--- src/hdl/rlf_pkg.sv ---
// Shared types and constants for the RGB linear fade block.
`timescale 1ns / 1ps
`default_nettype none
package rlf_pkg;

  localparam int LVL_W     = 8;
  localparam int STEP_W    = 7;
  localparam int MAX_STEPS = 64;
  localparam int PROD_W    = 14;  // 255 * 64 fits in 14 bits
  localparam int DIV_ITERS = PROD_W;
  localparam int CNT_W     = 4;
  localparam int NUM_CH    = 3;
  localparam int CH_W      = 2;

  localparam logic [LVL_W-1:0] LVL_MAX = 8'd255;

  typedef struct packed {
    logic [LVL_W-1:0]  target_red;
    logic [LVL_W-1:0]  target_green;
    logic [LVL_W-1:0]  target_blue;
    logic [STEP_W-1:0] step_count;
  } rlf_in_t;

  typedef struct packed {
    logic [LVL_W-1:0] red_level;
    logic [LVL_W-1:0] green_level;
    logic [LVL_W-1:0] blue_level;
    logic [LVL_W-1:0] red_compare;
    logic [LVL_W-1:0] green_compare;
    logic [LVL_W-1:0] blue_compare;
    logic             last_step;
  } rlf_out_t;

  // divider status toward the sequencer
  typedef struct packed {
    logic active;
    logic done;
  } rlf_div_stat_t;

  typedef enum logic [2:0] {
    ST_IDLE,
    ST_MUL,
    ST_GO,
    ST_WAIT,
    ST_EMIT
  } rlf_state_t;

endpackage
`default_nettype wire

--- src/hdl/rlf_div.sv ---
// Restoring serial divider: one quotient bit per cycle.
`timescale 1ns / 1ps
`default_nettype none
module rlf_div
  import rlf_pkg::*;
(
  input  wire logic              clk,
  input  wire logic              rst,
  input  wire logic              go,
  input  wire logic [PROD_W-1:0] dividend,
  input  wire logic [STEP_W-1:0] divisor,
  output rlf_div_stat_t          stat,
  output logic [LVL_W-1:0]       quotient
);

  logic [PROD_W-1:0] work;
  logic [STEP_W-1:0] rem;
  logic [STEP_W-1:0] dvs;
  logic [CNT_W-1:0]  cnt;
  logic              active;
  logic              done;

  logic [STEP_W:0]   trial;
  logic              fits;
  logic [STEP_W-1:0] diff;

  // when the divisor fits, trial - dvs is below dvs, so the low bits carry it
  always_comb begin
    trial = {rem, work[PROD_W-1]};
    fits  = (trial >= {1'b0, dvs});
    diff  = trial[STEP_W-1:0] - dvs;
  end

  always_ff @(posedge clk) begin
    if (rst) begin
      active <= 1'b0;
      done   <= 1'b0;
      cnt    <= '0;
    end else begin
      done <= 1'b0;
      if (go) begin
        active <= 1'b1;
        cnt    <= '0;
      end else if (active) begin
        cnt <= cnt + 1'b1;
        if (cnt == CNT_W'(DIV_ITERS - 1)) begin
          active <= 1'b0;
          done   <= 1'b1;
        end
      end
    end
  end

  always_ff @(posedge clk) begin
    if (go) begin
      work <= dividend;
      rem  <= '0;
      dvs  <= divisor;
    end else if (active) begin
      // remainder stays below the divisor, so it fits in STEP_W bits
      rem  <= fits ? diff : trial[STEP_W-1:0];
      work <= {work[PROD_W-2:0], fits};
    end
  end

  assign stat.active = active;
  assign stat.done   = done;
  assign quotient    = work[LVL_W-1:0];

  a_go_idle: assert property (@(posedge clk) disable iff (rst) go |-> !active)
    else $error("divider launched while busy");
  a_done_idle: assert property (@(posedge clk) disable iff (rst) done |-> !active)
    else $error("divider done while still active");
  a_done_after: assert property (@(posedge clk) disable iff (rst) done |-> $past(active))
    else $error("divider done without a run");

endmodule
`default_nettype wire

--- src/hdl/rgb_linear_fade_core.sv ---
// Top level of the RGB linear fade: step sequencer around a shared serial divider.
// Each step runs, per channel, a multiply state, a launch state and a wait on the
// 14-iteration serial divider, then one emit state that registers the result.
// An item of N steps keeps busy high until its last result is emitted. Results
// cannot be stalled. Synchronous reset sets the current color to black and returns
// the sequencer to idle.
`timescale 1ns / 1ps
`default_nettype none
module rgb_linear_fade_core
  import rlf_pkg::*;
(
  input  wire logic    clk,
  input  wire logic    rst,
  input  wire logic    start,
  output logic         busy,
  input  wire rlf_in_t cmd,
  output logic         res_valid,
  output rlf_out_t     res
);

  rlf_state_t state, state_next;

  logic [LVL_W-1:0]  cur   [NUM_CH];
  logic [LVL_W-1:0]  from  [NUM_CH];
  logic [LVL_W-1:0]  tgt   [NUM_CH];
  logic [LVL_W-1:0]  span  [NUM_CH];
  logic              up    [NUM_CH];
  logic [LVL_W-1:0]  lvl   [NUM_CH];
  logic [STEP_W-1:0] steps;
  logic [STEP_W-1:0] step;
  logic [CH_W-1:0]   ch;
  logic [PROD_W-1:0] prod;

  logic              div_go;
  rlf_div_stat_t     div_stat;
  logic [LVL_W-1:0]  quo;

  logic [LVL_W-1:0]  cmd_tgt [NUM_CH];
  logic [STEP_W-1:0] steps_sat;
  logic [PROD_W-1:0] prod_full;
  logic              accept;
  logic              last;

  assign cmd_tgt[0] = cmd.target_red;
  assign cmd_tgt[1] = cmd.target_green;
  assign cmd_tgt[2] = cmd.target_blue;

  always_comb begin
    if (cmd.step_count == '0) begin
      steps_sat = STEP_W'(1);
    end else if (cmd.step_count > STEP_W'(MAX_STEPS)) begin
      steps_sat = STEP_W'(MAX_STEPS);
    end else begin
      steps_sat = cmd.step_count;
    end
  end

  assign accept    = start && !busy;
  assign last      = (step == steps);
  assign prod_full = {{(PROD_W - LVL_W){1'b0}}, span[ch]}
                   * {{(PROD_W - STEP_W){1'b0}}, step};

  // next state
  always_comb begin
    state_next = state;
    unique case (state)
      ST_IDLE: if (start) state_next = ST_MUL;
      ST_MUL:  state_next = ST_GO;
      ST_GO:   state_next = ST_WAIT;
      ST_WAIT: begin
        if (div_stat.done) begin
          state_next = (ch == CH_W'(NUM_CH - 1)) ? ST_EMIT : ST_MUL;
        end
      end
      ST_EMIT: state_next = last ? ST_IDLE : ST_MUL;
      default: state_next = ST_IDLE;
    endcase
  end

  // outputs
  always_comb begin
    busy   = 1'b1;
    div_go = 1'b0;
    unique case (state)
      ST_IDLE: busy = 1'b0;
      ST_GO:   div_go = 1'b1;
      default: ;
    endcase
  end

  always_ff @(posedge clk) begin
    if (rst) begin
      state     <= ST_IDLE;
      res_valid <= 1'b0;
      for (int c = 0; c < NUM_CH; c++) begin
        cur[c] <= '0;
      end
    end else begin
      state     <= state_next;
      res_valid <= (state == ST_EMIT);
      if (state == ST_EMIT) begin
        for (int c = 0; c < NUM_CH; c++) begin
          cur[c] <= lvl[c];
        end
      end
    end
  end

  always_ff @(posedge clk) begin
    if (accept) begin
      steps <= steps_sat;
      step  <= STEP_W'(1);
      ch    <= '0;
      for (int c = 0; c < NUM_CH; c++) begin
        from[c] <= cur[c];
        tgt[c]  <= cmd_tgt[c];
        up[c]   <= (cmd_tgt[c] > cur[c]);
        span[c] <= (cmd_tgt[c] > cur[c]) ? (cmd_tgt[c] - cur[c]) : (cur[c] - cmd_tgt[c]);
      end
    end
    if (state == ST_MUL) begin
      prod <= prod_full;
    end
    if (state == ST_WAIT && div_stat.done) begin
      lvl[ch] <= up[ch] ? (from[ch] + quo) : (from[ch] - quo);
      ch      <= (ch == CH_W'(NUM_CH - 1)) ? '0 : ch + 1'b1;
    end
    if (state == ST_EMIT) begin
      res.red_level     <= lvl[0];
      res.green_level   <= lvl[1];
      res.blue_level    <= lvl[2];
      res.red_compare   <= LVL_MAX - lvl[0];
      res.green_compare <= LVL_MAX - lvl[1];
      res.blue_compare  <= LVL_MAX - lvl[2];
      res.last_step     <= last;
      step              <= step + 1'b1;
    end
  end

  rlf_div u_div (
    .clk      (clk),
    .rst      (rst),
    .go       (div_go),
    .dividend (prod),
    .divisor  (steps),
    .stat     (div_stat),
    .quotient (quo)
  );

  a_lands: assert property (@(posedge clk) disable iff (rst)
    (state == ST_EMIT && last) |=> (cur[0] == tgt[0] && cur[1] == tgt[1] && cur[2] == tgt[2]))
    else $error("fade did not land on target");
  a_emit: assert property (@(posedge clk) disable iff (rst)
    res_valid |-> $past(state == ST_EMIT))
    else $error("result strobe without emit");
  a_step_range: assert property (@(posedge clk) disable iff (rst)
    state != ST_IDLE |-> (step != '0 && step <= steps))
    else $error("step index out of range");
  a_div_wait: assert property (@(posedge clk) disable iff (rst)
    div_stat.done |-> state == ST_WAIT)
    else $error("divider finished outside wait");

endmodule
`default_nettype wire

--- config.mk ---
export PLATFORM = sky130hd
export DESIGN_NAME = rgb_linear_fade_core
export DESIGN_NICKNAME = d
export VERILOG_FILES = /design/src/hdl/rlf_pkg.sv /design/src/hdl/rlf_div.sv /design/src/hdl/rgb_linear_fade_core.sv
export SDC_FILE = /design/constraint.sdc
export NUM_CORES = 1
export LEC_CHECK = 0
export ABC_AREA = 1
export BUFFER_PORTS_ARGS = -buffer_cell sky130_fd_sc_hd__clkbuf_2
export CORE_UTILIZATION = 62
export CTS_CLUSTER_DIAMETER = 50
export DETAILED_ROUTE_END_ITERATION = 8
export PLACE_DENSITY = 0.81
export SYNTH_ARGS = -nofsm -noshare
export SYNTH_HDL_FRONTEND = slang
export SYNTH_SLANG_ARGS = --single-unit
--- constraint.sdc ---
create_clock -name clk -period 5.73 [get_ports clk]
set_input_delay 1.146 -clock clk [delete_from_list [all_inputs] [get_ports clk]]
set_output_delay 1.146 -clock clk [all_outputs]
set_load 0.05 [all_outputs]
==> summary.md, run 1 <==
| Metric | Value |
|---|---|
| Async S/R FF share, synth | 0% |
| Register area share after synthesis | 49.5% |
| Crit path max fanout | 27 |
| Crit end category | flip-flop |
| Mapped Cells | 1279 |
| Synth top area share | 46.5% |
| CP Cell Sequence | inv_4 > o21ai_1 > nor2_1 > fa_1 > inv_1 > fa_1 > inv_1 > fa_1 > inv_1 > fa_1 > inv_1 > ha_1 > nand2_1 > nand2_1 > nand2_1 > nand2_1 > a21oi_1 > nor2_1 > nor2_1 > xnor2_1 |
| Leak pwr | 6.45 nW |
| Max stage delay cell, worst path | fa_1 |
| Worst Reg-to-Reg Cells | 20 |
| DR pass1 iterations | 5 |
| Worst Tran Pin Value | 1040 ps |
| Layout Skew | 30.9 ps |
| Placer Congestion | 0.932 |
| Number of synthesized flops with an enable pin | 199 |
| Antenna violations before repair | 0 |
| Num CTS Buffers | 26 |
| Arr. time, crit path | 5290 ps |
| Initial DRC count | 627 |
| Clk Latency, worst-skew pair | 550 ps |
| Antenna Cells | 0 |
| CTS tree | yes |
| Die height | 146 um |
| GRT Util Overall | 28.0% |
| Clock buffer depth | 3 |
| Syn-to-layout area delta | 11.8% |
| Largest net degree at the start of global routing | 55 |
| I/O Pins | 85 |
| Final wirelength | 28800 um |
| Post-layout util | 70.8% |
| Post-CTS sizing | 0 |
| Setup_tns | 0 ps |
| Setup CP Type | flip-flop to flip-flop |
| Port-buffer cells | 84 |
| Row cnt | 52 |
| Post-CTS setup buffers | 0 |
| HP Class | flip-flop to flip-flop |
| GRT overflow | 0 |
| Htree depth | 1 |
| Setup crit start kind | flip-flop |
| Delay-heaviest family, CP | adder cells |
| Warnings, synthesis | 0 |
| Syn_nets | 1443 |
| Top FF cell, synth | edfxtp_1 |
| Netlist cell types | 47 |
| Worst vdd ir | 0.000352 V |
| Worst Path Required | 6010 ps |
| Core box area | 20300 um2 |
| Cell Pwr Density | 489 nW/um2 |
| Vias in the first global route | 9188 |
| Slew Viols, Final | 0 |
| Worst reg2reg path endpoint | prod[11] |
| Via count | 9090 |
| Layout cells sized above 1 | 15.6% |
| Crit path depth | 20 |
| Clk slew on worst S/H paths | 70 ps |
| Final Setup Violations | 0 |
| Setup crit end | prod[11] |
| Cell Area, Synth | 12900 um2 |
| Root Buffer | clkbuf_16 |
| Final net count | 1529 |
| Initial core utilization | 63.3% |
| DP Wirelength | 21000 um |
| Syn Area/Cell | 10.0 um2 |
| Hold_buf cts | 0 |
| R2R setup slack | 720 ps |
| Final hold vios | 0 |
| Seq cells post-synth | 218 |
| Clock sink count | 218 |
| Global-route wire length before repair | 46400 um |
| Slew headroom | 30.7% |
| CP Buf/Inv Count | 5 |
| Top post-synthesis cells by area | edfxtp_1 46%, ha_1 9.2%, nand2_1 8.0% |
| Die area | 21300 um2 |
| Antenna-violating nets left | 0 |
| Tmin final | 5010 ps |
| Delay of the slowest critical-path stage | 550 ps |
| Max Cap Viol | 0 |
| Post-synth top area cell | edfxtp_1 |
| DRC Markers | 0 |
| Wire length per cell | 17.4 um |
| Status | completed |
| Drt via density | 5.49 |
| Period utilisation layout | 87.4% |
| Die Width | 146 um |
| RSZ-0062 raised after global routing | no |
| Fmax | 0.200 GHz |
## report_power, final
| group | total, mW | internal (mW) | switching [mW] |
|---|---|---|---|
| combinational | 2.99 | 1.10 | 1.89 |
| clock | 1.74 | 1.04 | 0.699 |
| sequential | 2.30 | 2.18 | 0.123 |
| total | 7.02 | 4.32 | 2.71 |
## logic make-up after synthesis
group | Yosys count | share of synthesized area (%)
flip-flops | 218 | 49.5
AO/OA/AOI/OAI | 146 | 7.03
AND/OR/NAND/NOR | 492 | 17.0
buffers and inverters | 231 | 7.53
XOR/XNOR | 62 | 4.23
adder cells (fa/ha/maj) | 130 | 14.8
## routing by layer
metal | share of wire, % | GRT usage, % | wire (um)
met4 | 3.0 | 9.74 | 862
met5 | 0 | 0 | 0
met3 | 6.1 | 3.70 | 1760
met2 | 49 | 47.6 | 14000
met1 | 42 | 37.1 | 12100
## registers in the layout, summed over array words and instances (netlist names), 2 cells and up, named ones only
name and flops:
u_div.work 14, res 49, cur 24, u_div.rem 7, ch 2, u_div.cnt 4
from 24, steps 7, u_div.dvs 7, up 3, state 3, span 24
prod 14, lvl 24, step 7
## stage by stage
stage / instance area [um2] / hold slack (ps) / power (mW) / setup WS, ps / std cells
finish: 14400 / 453 / 7.02 / 725 / 1655
global route: 14400 / 466 / 7.50 / 344 / 1655
CTS: 14400 / 449 / 7.03 / 765 / 1655
detailed placement: 13400 / 436 / 5.25 / 829 / 1607
global placement: 13400 / 429 / 5.19 / 949 / 1607
floorplan: 12900 / 426 / 4.53 / 1200 / 1279
## Yosys cell counts, drive strengths merged (12+ instances only)
cell / count
nand2: 288
o21ai: 40
xor2: 44
o211ai: 19
edfxtp: 199
fa: 36
inv: 200
xnor2: 18
a21oi: 77
ha: 94
nand4: 12
buf: 22
nand3: 35
nor2: 137
dfxtp: 19
## how the worst min path moves through the flow
stage	startpoint	endpoint	slack, ps	cells after the start
2_1_floorplan	cur[0][7]	from[0][7]	430	0
3_3_place_gp	lvl[0][4]	res[45]	430	0
3_5_place_dp	lvl[0][3]	res[44]	440	0
4_1_cts	lvl[2][1]	res[26]	450	0
5_1_grt	lvl[2][1]	res[26]	470	0
6_report	lvl[0][4]	res[45]	450	0
## cell type report
type | count | area [um2]
multi-input cells | 830 | 5530
flip-flops and latches | 218 | 6360
fillers | 1506 | 5930
repair buffers | 88 | 450
inverters | 201 | 767
clock buffers | 30 | 666
clock inverters | 18 | 259
well taps | 270 | 338
## cell usage in the layout, fill, tap and decap left out, types with 14 or more instances in the layout
cell type | synthesis | final
a21oi_1 | 74 | 74
ha_1 | 94 | 94
o21ai_1 | 14 | 14
xor2_1 | 44 | 44
fa_1 | 36 | 36
clkbuf_16 | 0 | 26
nand3_1 | 32 | 32
xnor2_1 | 18 | 18
nand2_1 | 273 | 273
edfxtp_1 | 199 | 199
inv_1 | 186 | 185
clkbuf_2 | 5 | 84
nor2_1 | 113 | 113
o21ai_0 | 14 | 14
dfxtp_1 | 19 | 19
Power figures use the tool's default switching activity.
==> inputs of run 2 (changes only) <==
SLEW_MARGIN = 20   (was default)
clock period = 5.5 ns   (was 5.73 ns; I/O delays follow)
==> run 2 against run 1 <==
  * Power increased by 5.9%
  * Clock power rose by 10%
  * Combinational power is 4% higher
  * Sequential power rose by 4%
  * Non-clock buffer count unchanged
  * Global-route usage shrank 0.82 points
  * Highest routed layer is now met5
==> summary.md, run 2 (synthesis gave the netlist of run 1 again) <==
| Metric | Value |
|---|---|
| Worst Path Required | 5790 ps (was 6010 ps) |
| HP Class | flip-flop to flip-flop (unchanged) |
| Die Width | 146 um (unchanged) |
| Global-route wire length before repair | 45200 um (was 46400 um) |
| Hold_buf cts | 0 (unchanged) |
| Core box area | 20300 um2 (unchanged) |
| Crit end category | flip-flop (unchanged) |
| Num CTS Buffers | 27 (was 26) |
| Syn-to-layout area delta | 12.2% (was 11.8%) |
| Clock sink count | 218 (unchanged) |
| Worst Tran Pin Value | 1070 ps (was 1040 ps) |
| Commonest non-fill, non-tap cells in the layout | 273 x nand2_1, 199 x edfxtp_1, 185 x inv_1, 113 x nor2_1, 94 x ha_1 (unchanged) |
| Post-CTS sizing | 0 (unchanged) |
| Slew headroom | 28.4% (was 30.7%) |
| Period utilisation layout | 90.0% (was 87.4%) |
| Max FFs per register | 49 (unchanged) |
| Die area | 21300 um2 (unchanged) |
| Row cnt | 52 (unchanged) |
| Die height | 146 um (unchanged) |
| CTS tree | yes (unchanged) |
| Fmax | 0.202 GHz (was 0.200 GHz) |
| Antenna violations before repair | 1 (was 0) |
| Post-place setup slack | 621 ps (was 829 ps) |
| Placer Congestion | 0.932 (about the same) |
| Largest net degree at the start of global routing | 55 (unchanged) |
| Via count | 9069 (was 9090) |
| Initial DRC count | 538 (was 627) |
| DP Wirelength | 21000 um (about the same) |
| Setup crit start kind | flip-flop (unchanged) |
| Leading cell type in the layout, fill and taps excluded | nand2_1 (unchanged) |
| Layout Skew | 13.3 ps (was 30.9 ps) |
| Final net count | 1530 (was 1529) |
| Crit path max fanout | 17 (was 27) |
| Status | completed (unchanged) |
| Cell Pwr Density | 516 nW/um2 (was 489 nW/um2) |
| Worst vdd ir | 0.000302 V (was 0.000352 V) |
| Max Cap Viol | 0 (unchanged) |
| Setup CP Type | flip-flop to flip-flop (unchanged) |
| GRT overflow | 0 (unchanged) |
| DR pass1 iterations | 5 (unchanged) |
| Setup_tns | 0 ps (unchanged) |
| Final hold vios | 0 (unchanged) |
| Clk slew on worst S/H paths | 60 ps (was 70 ps) |
| Clock buffer depth | 3 (unchanged) |
| Drt via density | 5.47 (was 5.49) |
| Largest reg by FF count | res (unchanged) |
| Layout cells sized above 1 | 15.6% (about the same) |
| I/O Pins | 85 (unchanged) |
| Slew Viols, Final | 0 (unchanged) |
| Final Setup Violations | 0 (unchanged) |
| Root Buffer | clkbuf_16 (unchanged) |
| Post-CTS setup buffers | 0 (unchanged) |
| Vias in the first global route | 9033 (was 9188) |
| Hold_ws | 446 ps (was 453 ps) |
| Clk Latency, worst-skew pair | 540 ps (was 550 ps) |
| Antenna-violating nets left | 0 (unchanged) |
| Initial core utilization | 63.3% (unchanged) |
| DRC Markers | 0 (unchanged) |
| Antenna Cells | 0 (unchanged) |
| Final wirelength | 28400 um (was 28800 um) |
| Arr. time, crit path | 5240 ps (was 5290 ps) |
| Tmin final | 4950 ps (was 5010 ps) |
| Setup ws final | 552 ps (was 725 ps) |
| Htree depth | 1 (unchanged) |
| RSZ-0062 raised after global routing | no (unchanged) |
| Wire length per cell | 17.1 um (was 17.4 um) |
| Leak pwr | 6.48 nW (was 6.45 nW) |
| Port-buffer cells | 84 (unchanged) |
| GRT Util Overall | 27.2% (was 28.0%) |
run 2: cell types whose count changed in the layout (fill, tap and decap cells not counted), sizes merged:
cell,delta
bufinv,+2
clkbuf,+1
clkinv,-3
clkinvlp,-2
inv,+4
run 2: metal layers:
layer	part of all wire [%]	vias to the layer above	wire (um)	track usage (%)
met5	0.046	-	13	0
met4	3.6	2	1020	9.32
met3	5.9	79	1670	4.01
met2	48	319	13700	46.1
met1	42	4308	12000	35.9
li1	-	4361	-	-
run 2: through the flow:
step | std cells | util, % | cell area, um2 | power (mW)
after floorplan | 1279 | - | 12900 | 4.72
final | 1657 | 71.0 | 14400 | 7.44
after CTS | 1657 | 71.0 | 14400 | 7.45
after global routing | 1657 | 71.0 | 14400 | 7.94
after global placement | 1607 | 66.2 | 13400 | 5.40
after detailed placement | 1607 | 66.2 | 13400 | 5.48
run 2: area by class of cell:
| cell class | instances | area, um2 |
|---|---|---|
| fill | 1477 | 5880 |
| multi-input combinational | 830 | 5530 |
| sequential | 218 | 6360 |
| clock inverter | 19 | 289 |
| clock buffer | 31 | 691 |
| inverter | 201 | 767 |
| tap | 270 | 338 |
| timing repair buffer | 88 | 450 |
run 2: worst paths after layout:
| check | from | endpoint | slack (ps) | cells past startpoint |
|---|---|---|---|---|
| setup / recovery | flip-flop | prod[11] | 550 | 22 |
| hold / removal | lvl[2][0] | res[25] | 450 | 0 |
| setup reg to reg | flip-flop | prod[11] | 550 | 22 |
| hold reg to reg | lvl[2][0] | res[25] | 450 | 0 |
run 2: critical path: stages, from the launching register on:
cell     delay (ps)
dfxtp_1         570
inv_4           170
nand2_1         100
nand3_1          80
o21ai_1         290
nor2_1          120
fa_1            560
inv_1            60
fa_1            480
inv_1            60
fa_1            530
inv_1            50
fa_1            530
inv_1            50
ha_1            370
nand2_1          90
nand2_1          50
nand2_1          50
nand2_1          60
a21oi_1         190
nor2_1           60
nor2_1          110
xnor2_1          70
run 2: power breakdown:
group          switching (mW)  internal (mW)
clock                   0.718           1.20
sequential              0.128           2.27
combinational            1.97           1.15
total                    2.82           4.62
==> inputs of run 3 (changes only) <==
ABC_AREA = default   (was 1)
CORE_UTILIZATION = 61   (was 62)
PLACE_DENSITY = 0.8   (was 0.81)
==> run 3 against run 2 <==
  * Worst setup slack lost 230 ps
  * Clock skew grew 5.2 ps
  * Final cell count shrank 19%
  * Global-route usage shrank 3.0 points
  * First-iteration DRC count grew 15%
  * Wire length shrank 18%
  * Die area shrank 5.3%
  * Area after synthesis shrank 6.9%
  * Largest cell class unchanged
  * Highest routed layer is now met4
==> summary.md, run 3 <==
| Metric | Value |
|---|---|
| Initial DRC count | 618 (was 538) |
| Final Setup Violations | 0 (unchanged) |
| Die Width | 142 um (was 146 um) |
| Syn_nets | 1134 (was 1443) |
| Htree depth | 1 (unchanged) |
| Cell Area, Placed | 12700 um2 (was 13400 um2) |
| I/O Pins | 85 (unchanged) |
| Crit path max fanout | 7 (was 17) |
| Placer Congestion | 0.875 (was 0.932) |
| Max stage delay cell, worst path | dfxtp_1 (unchanged) |
| Row cnt | 50 (was 52) |
| Layout cells sized above 1 | 15.7% (was 15.6%) |
| Cell Pwr Density | 370 nW/um2 (was 516 nW/um2) |
| Netlist cell types | 49 (was 47) |
| Setup_tns | 0 ps (unchanged) |
| Clk slew on worst S/H paths | 60 ps (about the same) |
| Cell Area, Synth | 12000 um2 (was 12900 um2) |
| Post-CTS sizing | 0 (unchanged) |
| Post-place setup slack | 344 ps (was 621 ps) |
| Top FF cell, synth | edfxtp_1 (unchanged) |
| Hold_ws | 448 ps (was 446 ps) |
| Worst reg2reg path endpoint | prod[12] (was prod[11]) |
| DRC Markers | 0 (unchanged) |
| Num CTS Buffers | 22 (was 27) |
| GRT Util Overall | 24.2% (was 27.2%) |
| Clk Latency, worst-skew pair | 510 ps (was 540 ps) |
| Most frequent cell after synthesis | edfxtp_1 (was nand2_1) |
| CP dominant cell by count | inv_1 (was nand2_1) |
| Via count | 7428 (was 9069) |
| Final net count | 1231 (was 1530) |
| Worst Tran Pin Value | 1050 ps (was 1070 ps) |
| Setup crit start kind | flip-flop (unchanged) |
| Synth top area share | 49.9% (was 46.5%) |
| Syn-to-layout area delta | 12.1% (was 12.2%) |
| CTS tree | yes (unchanged) |
| Leak pwr | 5.64 nW (was 6.48 nW) |
| DP Wirelength | 17100 um (was 21000 um) |
| Leading cell type in the layout, fill and taps excluded | edfxtp_1 (was nand2_1) |
| HP Class | flip-flop to flip-flop (unchanged) |
| Antenna-violating nets left | 0 (unchanged) |
| Final Power | 4.97 mW (was 7.44 mW) |
| Setup CP Type | flip-flop to flip-flop (unchanged) |
| CP Cell Sequence | mux2i_1 > o21ai_0 > and2_1 > fa_1 > inv_1 > fa_1 > inv_1 > fa_1 > inv_1 > fa_1 > inv_1 > ha_1 > inv_1 > o21bai_1 > a21oi_1 > o21ai_0 > a21o_1 > a21oi_1 > xnor2_1 (was inv_4 > nand2_1 > nand3_1 > o21ai_1 > nor2_1 > fa_1 > inv_1 > fa_1 > inv_1 > fa_1 > inv_1 > fa_1 > inv_1 > ha_1 > nand2_1 > nand2_1 > nand2_1 > nand2_1 > a21oi_1 > nor2_1 > nor2_1 > xnor2_1) |
| Top post-synthesis cells by area | edfxtp_1 50%, ha_1 9.8%, fa_1 6.0% (was edfxtp_1 46%, ha_1 9.2%, nand2_1 8.0%) |
| Clock sink count | 218 (unchanged) |
| Layout Skew | 18.5 ps (was 13.3 ps) |
| Crit end category | flip-flop (unchanged) |
| Post-synth top cells | 199 x edfxtp_1, 119 x inv_1, 94 x ha_1, 50 x nor2b_1, 48 x nand2_1 (was 273 x nand2_1, 199 x edfxtp_1, 186 x inv_1, 113 x nor2_1, 94 x ha_1) |
| Antenna Cells | 0 (unchanged) |
| Drt via density | 5.53 (was 5.47) |
| Hold_buf cts | 0 (unchanged) |
| Commonest non-fill, non-tap cells in the layout | 199 x edfxtp_1, 117 x inv_1, 94 x ha_1, 84 x clkbuf_2, 50 x nor2b_1 (was 273 x nand2_1, 199 x edfxtp_1, 185 x inv_1, 113 x nor2_1, 94 x ha_1) |
| Count of non-filler cells in the finished layout | 1343 (was 1657) |
| Port-buffer cells | 84 (unchanged) |
| Warnings, synthesis | 0 (unchanged) |
| Largest net degree at the start of global routing | 59 (was 55) |
| R2R setup slack | 320 ps (was 550 ps) |
| Mapped Cells | 970 (was 1279) |
| Async S/R FF share, synth | 0% (unchanged) |
| DR pass1 iterations | 5 (unchanged) |
| Root Buffer | clkbuf_16 (unchanged) |
| Worst vdd ir | 0.000203 V (was 0.000302 V) |
| Fmax | 0.193 GHz (was 0.202 GHz) |
| Status | completed (unchanged) |
| Period utilisation layout | 94.2% (was 90.0%) |
| Core box area | 19000 um2 (was 20300 um2) |
| Initial core utilization | 63.2% (was 63.3%) |
| Die area | 20200 um2 (was 21300 um2) |
| Post-synth top area cell | edfxtp_1 (unchanged) |
| Seq cells post-synth | 218 (unchanged) |
| Wire length per cell | 17.4 um (was 17.1 um) |
| Slew Viols, Final | 0 (unchanged) |
| Arr. time, crit path | 5430 ps (was 5240 ps) |
| Max FFs per register | 49 (unchanged) |
| Max Cap Viol | 0 (unchanged) |
| Register area share after synthesis | 53.1% (was 49.5%) |
| Final wirelength | 23400 um (was 28400 um) |
| Vias in the first global route | 7414 (was 9033) |
| Die height | 142 um (was 146 um) |
| Slew headroom | 30.2% (was 28.4%) |
| Post-CTS setup buffers | 0 (unchanged) |
| Setup crit end | prod[12] (was prod[11]) |
| Tmin final | 5180 ps (was 4950 ps) |
| Syn Area/Cell | 12.3 um2 (was 10.0 um2) |
| Worst Path Required | 5750 ps (was 5790 ps) |
| GRT overflow | 0 (unchanged) |
| Post-layout util | 70.8% (was 71.0%) |
| Clock buffer depth | 3 (unchanged) |
| Final instance area | 13400 um2 (was 14400 um2) |
| Delay of the slowest critical-path stage | 540 ps (was 570 ps) |
| Placed Cells | 1303 (was 1607) |
| Number of synthesized flops with an enable pin | 199 (unchanged) |
| RSZ-0062 raised after global routing | no (unchanged) |
| Antenna violations before repair | 0 (was 1) |
| Final hold vios | 0 (unchanged) |
| Global-route wire length before repair | 37300 um (was 45200 um) |
| Setup ws final | 319 ps (was 552 ps) |
| Worst Reg-to-Reg Cells | 19 (was 22) |
| Largest reg by FF count | res (unchanged) |
## run 3: cell count changes after synthesis, moves of 19 or more
cell,before,now
nand2_1,273,48
nor2_1,113,38
inv_1,186,119
nor2b_1,0,50
a21oi_1,74,30
mux2i_1,0,43
nor3_1,5,34
nand3_1,32,5
o21ai_0,14,40
clkbuf_1,3,24
xor2_1,44,23
nand2b_1,0,19
xnor2_1,18,37
## run 3: where the power goes
group / switching, mW / leakage, nW / internal (mW)
clock: 0.619 / 0.324 / 0.774
sequential: 0.0825 / 2.03 / 2.05
combinational: 0.805 / 3.29 / 0.640
total: 1.51 / 5.64 / 3.46
## run 3: kinds of logic after synthesis
logic type,share of synthesized area [%]
AOI/OAI and AO/OA,5.97
xor gates and xnor gates,4.39
adders and majority gates,15.8
buffers and inverters,4.85
DFF,53.1
muxes,5.45
and+or+nand+nor,10.4
## run 3: worst max-delay path: cells and delay by family (launching register included)
| kind | cells | cell delay (ps) |
|---|---|---|
| xor+xnor | 1 | 80 |
| fa+ha+maj | 5 | 2330 |
| simple gates | 1 | 290 |
| flops | 1 | 540 |
| buf+inv | 5 | 290 |
| compound gates | 6 | 1150 |
| mux | 1 | 220 |
## run 3: layer usage
layer | part of all wire [%] | vias up | global-route usage, %
met4 | 1.9 | 0 | 6.73
met3 | 6.1 | 33 | 3.90
met1 | 44 | 3607 | 33.0
li1 | - | 3561 | -
met2 | 48 | 227 | 40.2
met5 | 0 | - | 0
## run 3: worst min-delay path by stage
stage,startpoint,to,depth (start not counted)
2_1_floorplan,cur[0][7],from[0][7],0
3_3_place_gp,lvl[0][6],res[47],0
3_5_place_dp,lvl[1][7],res[40],0
4_1_cts,lvl[1][7],res[40],0
5_1_grt,lvl[1][0],res[33],0
6_report,lvl[1][7],res[40],0
## run 3: cell type report
class	count	area, um2
Fill cell	1303	5540
Sequential cell	218	6360
Timing Repair Buffer	102	556
Inverter	119	447
Tap cell	260	325
Multi-Input combinational cell	604	5050
Clock inverter	13	93.8
Clock buffer	27	589
